$ cat config.mk
export PLATFORM = sky130hd
export DESIGN_NAME = light_mode_group_selector_unit
export DESIGN_NICKNAME = d
export VERILOG_FILES = /design/src/sv/lmgs_pkg.sv /design/src/sv/lmgs_cfg.sv /design/src/sv/lmgs_core.sv /design/src/sv/light_mode_group_selector_unit.sv
export SDC_FILE = /design/constraint.sdc
export NUM_CORES = 1
export LEC_CHECK = 0
export BUFFER_PORTS_ARGS = -buffer_cell sky130_fd_sc_hd__buf_4
export CORE_UTILIZATION = 40
export CTS_CLUSTER_DIAMETER = 50
export DETAILED_ROUTE_END_ITERATION = 10
export HOLD_SLACK_MARGIN = 0.06
export PLACE_DENSITY = 0.58
export RECOVER_POWER = 100
export SYNTH_ARGS = -nofsm -noshare
export SYNTH_HDL_FRONTEND = slang
export SYNTH_SLANG_ARGS = --single-unit
$ cat constraint.sdc
create_clock -name clk -period 14.43 [get_ports clk]
set_input_delay 3.6075 -clock clk [delete_from_list [all_inputs] [get_ports clk]]
set_output_delay 3.6075 -clock clk [all_outputs]
set_load 0.01 [all_outputs]
$ cat src/sv/lmgs_pkg.sv
`timescale 1ns / 1ps
// ----------------------------------------------------------------------------
// lmgs_pkg
// Shared types, codes and search helper for the light mode group selector.
// ----------------------------------------------------------------------------
package lmgs_pkg;

	localparam int REGULAR_MODES    = 8;
	localparam int SPECIAL_MODES    = 4;
	localparam int TICKS_PER_MINUTE = 480;

	localparam int REG_W  = $clog2(REGULAR_MODES);
	localparam int SPC_W  = $clog2(SPECIAL_MODES);
	localparam int TPM_W  = $clog2(TICKS_PER_MINUTE + 1);
	localparam int PROD_W = 8 + TPM_W;

	localparam logic [16:0] TICKS_MAX = 17'h1FFFF;

	localparam logic [3:0] REG_N = 4'(REGULAR_MODES);
	localparam logic [3:0] SPC_N = 4'(SPECIAL_MODES);

	localparam logic [1:0] CFG_ENABLE  = 2'd0;
	localparam logic [1:0] CFG_REG_MIN = 2'd1;
	localparam logic [1:0] CFG_SPC_MIN = 2'd2;
	localparam logic [1:0] CFG_BST_MIN = 2'd3;

	localparam logic [12:0] ENABLE_RESET = 13'd7967;

	localparam logic CMD_TICK = 1'b0;
	localparam logic CMD_KEY  = 1'b1;

	localparam logic [2:0] PWR_OFF      = 3'd0;
	localparam logic [2:0] PWR_ON       = 3'd1;
	localparam logic [2:0] PWR_MOMENTARY = 3'd2;
	localparam logic [2:0] PWR_LOCKED   = 3'd3;
	localparam logic [2:0] PWR_ERROR    = 3'd4;

	localparam logic [1:0] GRP_REGULAR = 2'd0;
	localparam logic [1:0] GRP_BOOST   = 2'd1;
	localparam logic [1:0] GRP_SPECIAL = 2'd2;

	localparam logic [1:0] NOTICE_NONE     = 2'd0;
	localparam logic [1:0] NOTICE_ARMED    = 2'd1;
	localparam logic [1:0] NOTICE_DISARMED = 2'd2;

	typedef struct packed {
		logic [12:0] enable_mask;
		logic [63:0] reg_min;
		logic [31:0] spc_min;
		logic [7:0]  bst_min;
	} cfg_t;

	typedef struct packed {
		logic       cmd;
		logic [2:0] press_count;
		logic       hold_level;
		logic [2:0] power_state;
	} item_t;

	typedef struct packed {
		logic        aux_power_enable;
		logic        show_mode_pattern;
		logic [1:0]  timer_notice;
		logic        effects_restart;
		logic        timer_expired;
		logic [16:0] timer_left;
		logic        timer_running;
		logic [2:0]  mode_index;
		logic [1:0]  mode_group;
	} res_t;

	typedef struct packed {
		logic       found;
		logic [2:0] idx;
	} srch_t;

	// rotating search: from pos (step=0) or from pos+1 ending at pos (step=1)
	function automatic srch_t rot_search(input logic [7:0] en, input logic [2:0] pos,
			input logic step, input logic [3:0] n);
		srch_t      r;
		logic [3:0] j;
		r.found = 1'b0;
		r.idx   = pos;
		for (int i = 7; i >= 0; i--) begin
			j = {1'b0, pos} + 4'(i) + {3'b000, step};
			if (j >= n) begin
				j = j - n;
			end
			if ((4'(i) < n) && en[j[2:0]]) begin
				r.found = 1'b1;
				r.idx   = j[2:0];
			end
		end
		return r;
	endfunction

endpackage

$ cat src/sv/lmgs_cfg.sv
`timescale 1ns / 1ps
// ----------------------------------------------------------------------------
// lmgs_cfg
// Configuration register file: enable mask and auto-off minute tables.
// ----------------------------------------------------------------------------
module lmgs_cfg (
	input  logic                clk,
	input  logic                arst_n,
	input  logic                cfg_wr_en,
	input  logic [1:0]          cfg_index,
	input  logic [63:0]         cfg_data,
	output lmgs_pkg::cfg_t      cfg
);
	import lmgs_pkg::*;

	cfg_t cfg_q;

	always_ff @(posedge clk or negedge arst_n) begin
		if (!arst_n) begin
			cfg_q.enable_mask <= ENABLE_RESET;
			cfg_q.reg_min     <= '0;
			cfg_q.spc_min     <= '0;
			cfg_q.bst_min     <= '0;
		end else if (cfg_wr_en) begin
			case (cfg_index)
				CFG_ENABLE:  cfg_q.enable_mask <= cfg_data[12:0];
				CFG_REG_MIN: cfg_q.reg_min     <= cfg_data;
				CFG_SPC_MIN: cfg_q.spc_min     <= cfg_data[31:0];
				CFG_BST_MIN: cfg_q.bst_min     <= cfg_data[7:0];
				default: ;
			endcase
		end
	end

	assign cfg = cfg_q;

endmodule

$ cat src/sv/lmgs_core.sv
`timescale 1ns / 1ps
// ----------------------------------------------------------------------------
// lmgs_core
// Mode/timer state and the combinational next-state and result logic.
// ----------------------------------------------------------------------------
module lmgs_core (
	input  logic            clk,
	input  logic            arst_n,
	input  lmgs_pkg::cfg_t  cfg,
	input  logic            adv,
	input  lmgs_pkg::item_t item,
	output lmgs_pkg::res_t  res
);
	import lmgs_pkg::*;

	logic [1:0]       group_q;
	logic [REG_W-1:0] rpos_q;
	logic [SPC_W-1:0] spos_q;
	logic             hold_q;
	logic             armed_q;
	logic [16:0]      ticks_q;

	logic [1:0]       n_group;
	logic [REG_W-1:0] n_rpos;
	logic [SPC_W-1:0] n_spos;
	logic             n_hold;
	logic             n_armed;
	logic [16:0]      n_ticks;

	logic [7:0]        mins;
	logic [PROD_W-1:0] prod;
	logic [16:0]       reload;
	logic [7:0]        reg_en;
	logic [7:0]        spc_en;
	srch_t             reg_step, reg_enter, spc_step, spc_enter;
	logic              led_on;
	logic              boost_en;

	always_comb begin
		for (int k = 0; k < 8; k++) begin
			reg_en[k] = (k < REGULAR_MODES) && cfg.enable_mask[k];
			spc_en[k] = (k < SPECIAL_MODES) && (k < 4) && cfg.enable_mask[8 + (k % 4)];
		end
	end

	assign boost_en = cfg.enable_mask[12];
	assign led_on   = (item.power_state == PWR_ON) || (item.power_state == PWR_MOMENTARY);

	always_comb begin
		case (group_q)
			GRP_REGULAR: mins = 8'(cfg.reg_min >> {rpos_q, 3'b000});
			GRP_BOOST:   mins = cfg.bst_min;
			default:     mins = 8'(cfg.spc_min >> {spos_q, 3'b000});
		endcase
	end

	assign prod   = PROD_W'(mins) * PROD_W'(TICKS_PER_MINUTE);
	assign reload = (32'(prod) > 32'(TICKS_MAX)) ? TICKS_MAX : 17'(prod);

	assign reg_step  = rot_search(reg_en, 3'(rpos_q), 1'b1, REG_N);
	assign reg_enter = rot_search(reg_en, 3'(rpos_q), 1'b0, REG_N);
	assign spc_step  = rot_search(spc_en, 3'(spos_q), 1'b1, SPC_N);
	assign spc_enter = rot_search(spc_en, 3'(spos_q), 1'b0, SPC_N);

	always_comb begin
		logic do_reg_enter;
		logic do_spc_enter;
		logic do_boost;
		n_group = group_q;
		n_rpos  = rpos_q;
		n_spos  = spos_q;
		n_hold  = hold_q;
		n_armed = armed_q;
		n_ticks = ticks_q;
		do_reg_enter = 1'b0;
		do_spc_enter = 1'b0;
		do_boost     = 1'b0;
		res.effects_restart   = 1'b0;
		res.timer_notice      = NOTICE_NONE;
		res.show_mode_pattern = 1'b0;
		res.aux_power_enable  = 1'b0;

		if (item.cmd == CMD_TICK) begin
			if (led_on && armed_q && (ticks_q != '0)) begin
				n_ticks = ticks_q - 17'd1;
			end
		end else if (!(item.power_state inside {PWR_LOCKED, PWR_ERROR})) begin
			if (item.hold_level != hold_q) begin
				n_hold = item.hold_level;
				if (item.hold_level && (mins != '0)) begin
					if (!armed_q) begin
						n_armed = 1'b1;
						n_ticks = reload;
						res.timer_notice = NOTICE_ARMED;
					end else begin
						n_armed = 1'b0;
						n_ticks = '0;
						res.timer_notice = NOTICE_DISARMED;
					end
				end
			end
			if (item.press_count inside {[3'd1:3'd3]}) begin
				if (n_armed && (n_ticks == '0)) begin
					n_armed = 1'b0;
				end
				if (n_armed) begin
					if (mins != '0) begin
						n_ticks = reload;
					end else begin
						n_armed = 1'b0;
						n_ticks = '0;
					end
				end
				case (group_q)
					GRP_REGULAR: begin
						if (item.press_count == 3'd1) begin
							if (reg_step.found) begin
								n_rpos = REG_W'(reg_step.idx);
							end
						end else if (item.press_count == 3'd2) begin
							do_boost = 1'b1;
						end else begin
							do_spc_enter = 1'b1;
						end
					end
					GRP_BOOST: begin
						if (item.press_count == 3'd3) begin
							do_spc_enter = 1'b1;
						end else begin
							do_reg_enter = 1'b1;
						end
					end
					default: begin
						if (item.press_count == 3'd1) begin
							if (spc_step.found) begin
								n_spos = SPC_W'(spc_step.idx);
							end
						end else if (item.press_count == 3'd2) begin
							do_boost = 1'b1;
						end else begin
							do_reg_enter = 1'b1;
						end
					end
				endcase
				if (do_boost && boost_en) begin
					n_group = GRP_BOOST;
				end
				if (do_reg_enter && reg_enter.found) begin
					n_group = GRP_REGULAR;
					n_rpos  = REG_W'(reg_enter.idx);
				end
				if (do_spc_enter && spc_enter.found) begin
					n_group = GRP_SPECIAL;
					n_spos  = SPC_W'(spc_enter.idx);
				end
				res.effects_restart   = 1'b1;
				res.aux_power_enable  = led_on;
				res.show_mode_pattern = !led_on;
			end
		end

		res.mode_group    = n_group;
		case (n_group)
			GRP_REGULAR: res.mode_index = 3'(n_rpos);
			GRP_SPECIAL: res.mode_index = 3'(n_spos);
			default:     res.mode_index = '0;
		endcase
		res.timer_running = n_armed;
		res.timer_left    = n_ticks;
		res.timer_expired = n_armed && (n_ticks == '0);
	end

	always_ff @(posedge clk or negedge arst_n) begin
		if (!arst_n) begin
			group_q <= GRP_REGULAR;
			rpos_q  <= '0;
			spos_q  <= '0;
			hold_q  <= 1'b0;
			armed_q <= 1'b0;
			ticks_q <= '0;
		end else if (adv) begin
			group_q <= n_group;
			rpos_q  <= n_rpos;
			spos_q  <= n_spos;
			hold_q  <= n_hold;
			armed_q <= n_armed;
			ticks_q <= n_ticks;
		end
	end

`ifndef SYNTHESIS
	a_disarmed_clear: assert property (@(posedge clk) disable iff (!arst_n)
		!armed_q |-> (ticks_q == '0))
		else $error("countdown nonzero while disarmed");

	a_ticks_bound: assert property (@(posedge clk) disable iff (!arst_n)
		32'(ticks_q) <= ((32'd255 * 32'(TICKS_PER_MINUTE) > 32'(TICKS_MAX)) ?
			32'(TICKS_MAX) : 32'd255 * 32'(TICKS_PER_MINUTE)))
		else $error("countdown above largest reload");

	a_hold_only_keys: assert property (@(posedge clk) disable iff (!arst_n)
		(adv && (item.cmd == CMD_TICK)) |=> $stable(hold_q) && $stable(group_q))
		else $error("tick changed hold flag or group");

	a_stall_holds: assert property (@(posedge clk) disable iff (!arst_n)
		!adv |=> $stable(group_q) && $stable(ticks_q) && $stable(armed_q))
		else $error("state moved without a transfer");

	a_spos_range: assert property (@(posedge clk) disable iff (!arst_n)
		32'(spos_q) < SPECIAL_MODES)
		else $error("special index out of range");
`endif

endmodule

$ cat src/sv/light_mode_group_selector_unit.sv
`timescale 1ns / 1ps
// ----------------------------------------------------------------------------
// light_mode_group_selector_unit
// Mode group selector with gesture-armed auto-off countdown for a light driver.
// ----------------------------------------------------------------------------
// Takes one tick or key event per clock and returns one result per event, in
// order. An event is captured in an input register, processed against the
// mode/timer state by combinational logic, and its result held in an output
// register. Throughput is one event per cycle while the result side takes
// transfers; a full output register that is not taken stalls the input side.
// Configuration writes apply on the clock edge where cfg_wr_en is high.
module light_mode_group_selector_unit (
	input  logic        clk,
	input  logic        arst_n,
	input  logic        cfg_wr_en,
	input  logic [1:0]  cfg_index,
	input  logic [63:0] cfg_data,
	input  logic        s_axis_tvalid,
	output logic        s_axis_tready,
	input  logic [7:0]  s_axis_tdata,  // press_count[2:0], hold_level[3], power_state[6:4]
	input  logic        s_axis_tuser,  // cmd
	output logic        m_axis_tvalid,
	input  logic        m_axis_tready,
	output logic [31:0] m_axis_tdata   // mode_group[1:0], mode_index[4:2], timer_running[5],
	                                   // timer_left[22:6], timer_expired[23],
	                                   // effects_restart[24], timer_notice[26:25],
	                                   // show_mode_pattern[27], aux_power_enable[28]
);
	import lmgs_pkg::*;

	cfg_t  cfg;
	item_t item_s1;
	logic  valid_s1;
	res_t  res;
	res_t  res_s2;
	logic  valid_s2;
	logic  adv;

	assign adv           = valid_s1 && (!valid_s2 || m_axis_tready);
	assign s_axis_tready = !valid_s1 || adv;

	lmgs_cfg u_cfg (
		.clk       (clk),
		.arst_n    (arst_n),
		.cfg_wr_en (cfg_wr_en),
		.cfg_index (cfg_index),
		.cfg_data  (cfg_data),
		.cfg       (cfg)
	);

	always_ff @(posedge clk or negedge arst_n) begin
		if (!arst_n) begin
			valid_s1 <= 1'b0;
		end else if (s_axis_tready) begin
			valid_s1 <= s_axis_tvalid;
		end
	end

	always_ff @(posedge clk) begin
		if (s_axis_tready && s_axis_tvalid) begin
			item_s1.cmd         <= s_axis_tuser;
			item_s1.press_count <= s_axis_tdata[2:0];
			item_s1.hold_level  <= s_axis_tdata[3];
			item_s1.power_state <= s_axis_tdata[6:4];
		end
	end

	lmgs_core u_core (
		.clk    (clk),
		.arst_n (arst_n),
		.cfg    (cfg),
		.adv    (adv),
		.item   (item_s1),
		.res    (res)
	);

	always_ff @(posedge clk or negedge arst_n) begin
		if (!arst_n) begin
			valid_s2 <= 1'b0;
		end else if (adv) begin
			valid_s2 <= 1'b1;
		end else if (m_axis_tready) begin
			valid_s2 <= 1'b0;
		end
	end

	always_ff @(posedge clk) begin
		if (adv) begin
			res_s2 <= res;
		end
	end

	assign m_axis_tvalid = valid_s2;
	assign m_axis_tdata  = {3'b000, res_s2};

endmodule
# After elaboration in Yosys (flattened, before gate mapping)
# Index checks and enable logic that the tools add are counted.
# classes
shift	2
eq_ne	13
n_mux	159
bitwise	5
n_reduce_logical	35
n_mul	1
add_sub_neg	43
magnitude_cmp	46
# ops
cell	n
2-to-1 mux 17 bit	11
2-to-1 mux 4 bit	24
< comparator 3 x 4 -> 1 bit (second input constant)	22
2-to-1 mux 3 bit	29
binary-select mux 1 bit (select 3 bit)	22
right shift 64 x 6 -> 8 bit	1
greater-or-equal comparator 4 bit (second input constant)	14
2-to-1 mux 1 bit	55
subtractor 3 x 1 -> 3 bit (second input constant)	15
logical NOT 17 bit	2
right shift 32 x 5 -> 8 bit	1
adder 4 x 1 -> 4 bit (second input constant)	7
2-to-1 mux 2 bit	14
greater-or-equal comparator 4 x 3 -> 1 bit (second input constant)	6
subtractor 3 bit (second input constant)	6
nonzero test 17 bit	1
subtractor 17 x 1 -> 17 bit (second input constant)	1
adder 3 x 1 -> 4 bit (second input constant)	4
adder 3 x 3 -> 4 bit (second input constant)	4
one-hot mux 8 bit (2 select lines)	1
equality test 3 x 2 -> 1 bit (second input constant)	4
multiplier 8 x 4 -> 12 bit (second input constant)	1
logical AND 1 bit	11
adder 3 x 2 -> 4 bit (second input constant)	2
25 further kinds	46
# word_totals
reg_bits	182
elab_cells	329
output_inout_bits	34

# Logic depth before layout (Yosys ltp)
# logic_depth
word_depth	22
ltp_mapped	27

# Cells and area by module
# Synthesis repeated with hierarchy kept, for this count alone.
# unflattened
hier_cells	1037
hier_area_um2	11619.9
# by_module_without_submodules
mod	seq_area_each_um2	area_per_inst_um2	instances	cells_each
lmgs_core	650.6	5990.7	1	739
lmgs_cfg	2940.3	4388.0	1	249
light_mode_group_selector_unit	1161.1	1241.2	1	49

# Worst setup path after synthesis
# OpenSTA, ideal clock, no wires.
# synth_path
path_kind	input -> output
start	input port m_axis_tready
end	output port s_axis_tready
t_required_ps	10822
setup_slack_ps	7006
cell_stages	1
n_path_buf	0
arrival_time_ps	3816
cell_sequence	nand3b_1
# synth_between
elab_chain_len	3
# synth_lines
item	line_no	text
start: declaration	light_mode_group_selector_unit.sv:23	input logic m_axis_tready,
logical OR 1 bit	light_mode_group_selector_unit.sv:39	assign adv = valid_s1 && (!valid_s2 || m_axis_tready);
logical AND 1 bit	light_mode_group_selector_unit.sv:39	
logical OR 1 bit	light_mode_group_selector_unit.sv:40	assign s_axis_tready = !valid_s1 || adv;
end: declaration	light_mode_group_selector_unit.sv:19	output logic s_axis_tready,
# Every way passes these cells.

==> out/results.ini <==
[timing]
slew_violations = 289
layout_setup_ws_ns = 4.78
slew_headroom_pct = -235
setup_violations = 0
rsz0062_at_grt = false
finClkSkew_ns = 0.0114
final-hold-violation-count = 0
tightest_slew_ns = 5.03
finalCritPeriodShare_pct = 66.9
worst_hold_slack_ns = 0.506
setup_tns_ns = 0
post-route-min-period_ns = 9.65
fmax_mhz = 104

[route]
wl_per_cell_um = 18.1
drt_iter0_markers = 480
vias = 8696
dr.pass1.iters = 5
viasPerCell = 5.54
drcViolationCount = 0
ant_nets = 0
routed_wirelength_mm = 28.5

[critical_path]
cp_slowest_stage_delay_ns = 3.38
critPathMaxFanout = 87
setup.worst_path.class = input port to async pin
crit_path_top_delay_cell = clkbuf_1
cpLargestDelayFamily = buffers and inverters
cp_num_buf_inv = 2
cp_data_required_time_ns = 14.31
end_kind = async pin
crit_chain = clkbuf_1 -> clkbuf_1
critPathLaunchType = input port
cp.arrival_ns = 9.53
crit_top_cell = clkbuf_1

[logic_synthesis]
synth_area_per_cell_um2 = 10.6
synth_most_common_cell = dfrtp_1
ys_seq_area_share_pct = 40.9
yosys.area_share.adder_pct = 4.80
yosys.area_share.simple_pct = 13.8
syn_area_um2 = 11600
ys_async_sr_fraction_pct = 79.7
muxShareOfSynthArea_pct = 20.7
synth_xor_area_share_pct = 2.59
synth_top_cell_by_area = dfrtp_1
netlist_instances = 1099
ys_top_cells_by_count = 135 x dfrtp_1, 134 x mux2_2, 95 x nand2_1
yosysTopAreaCellShare_pct = 29.1
synth.area.top_cells = dfrtp_1 29%, mux2_2 13%, edfxtp_1 9.6%, mux4_2 4.3%, mux2i_1 3.4%
synth_warnings = 0
ys_seq_elements = 182
synth_edf_count = 37
synth_cell_types = 87
synth_compound_area_share_pct = 13.0
yosys_most_used_dff = dfrtp_1
synth_top_family_by_area = multiplexers

[floorplanning]
die_x_um = 172
die_h_um = 172
start_util_pct = 40.6
placementRows = 62
dieArea_um2 = 29700
pin_count = 114
core_um2 = 28600

[grt]
grt_pass1_wl_mm = 46.1
grt_pass1_vias = 8446
antenna_found_initial = 0
grt-ovfl-total = 0
grt_max_degree = 88
grtUsageTotal_pct = 20.2

[clock_network]
post_cts_buffers = 0
cts_inserted_buffers = 17
cts_tree = built
htreeDepth = 4
clkLatencyLatePin_ns = 0.45
clock_sinks = 182
clockBufferDepth = 2
clk_pin_slew_ns = 0.08
hold_buffers = 0
ctsResizeCount = 0
cts_root_buf = clkbuf_16

[cells_and_area]
nNetsFinal = 1292
drive_above_1_share_pct = 25.2
area_delta_synth_final_pct = 12.9
utilization_pct = 45.8
n_antenna_cell = 0

[placement]
portBuffers = 109
place.gp.congestion = 0.867
dpl_worst_slack_ns = 6.76
hpwl_mm = 20.2

[job]
maxCapViolCount = 6

[hold_path]
hp-class = flop to flop

[outcome]
status = finished with violations
failed_checks = max-capacitance violations, max-slew violations

==> cells by family after synthesis <==
kind of cell	Yosys count
flip-flops	182
multiplexers	196
AO/OA/AOI/OAI	222
XOR/XNOR	31
AND/OR/NAND/NOR	316
buffers and inverters	113
adder cells (fa/ha/maj)	38
other	1
==> layer usage <==
layer | vias to the layer above | track usage (%) | wire length, um
met2 | 208 | 32.5 | 13400
li1 | 4174 | - | -
met4 | 0 | 4.96 | 361
met1 | 4286 | 27.5 | 13300
met5 | - | 0 | 0
met3 | 28 | 4.35 | 1490
==> metrics by stage <==
step	instances	instance area [um2]
final	1570	13100
after global routing	1570	13100
after CTS	1570	13300
after detailed placement	1539	12700
after global placement	1539	12700
after floorplan	1101	11600
==> state kept, by name (all words and copies together), names as in the netlist <==
name / count
u_core.armed_q: 1
valid_s1: 1
u_core.group_q: 2
u_core.rpos_q: 3
item_s1: 8
u_cfg.cfg: 117
u_core.spos_q: 2
m_axis_tdata: 29
m_axis_tvalid: 1
u_core.ticks_q: 17
u_core.hold_q: 1
==> cell usage in the layout (no fill, tap or decap), drive strengths merged, types with 22 or more instances in the layout <==
cell type and n:
nor3 28, nor2 66, edfxtp 37, dfrtp 135, inv 50, nand2 95
mux2i 39, ha 27, buf 73, mux2 135, o21ai 53, clkbuf 68
a21oi 42, mux4 22
==> path summary, 6_finish.rpt <==
check,cells after the start,start,endpoint,slack (ns)
max,2,arst_n,u_cfg.cfg[37]$_DFFE_PN0P_,4.78
min,1,u_cfg.cfg[53]$_DFFE_PN0P_,u_cfg.cfg[53]$_DFFE_PN0P_,0.51
max reg2reg,21,u_core.rpos_q[1]$_DFFE_PN0P_,m_axis_tdata[23]$_DFFE_PP_,6.73
min reg2reg,1,u_cfg.cfg[53]$_DFFE_PN0P_,u_cfg.cfg[53]$_DFFE_PN0P_,0.51
max in group clk,21,u_core.rpos_q[1]$_DFFE_PN0P_,m_axis_tdata[23]$_DFFE_PP_,6.73
min in group asynchronous,1,arst_n,u_core.ticks_q[9]$_DFFE_PN0P_,4.91
==> layout make-up <==
cell class	count	area (um2)
Clock buffer	17	425
Clock inverter	14	161
Fill cell	2733	15500
Inverter	43	161
Multi-Input combinational cell	806	6350
Sequential cell	182	4750
Tap cell	384	480
Timing Repair Buffer	124	773
Power is not shown: default switching activity piles up to over one toggle a cycle in this logic, so the estimate is an artifact.
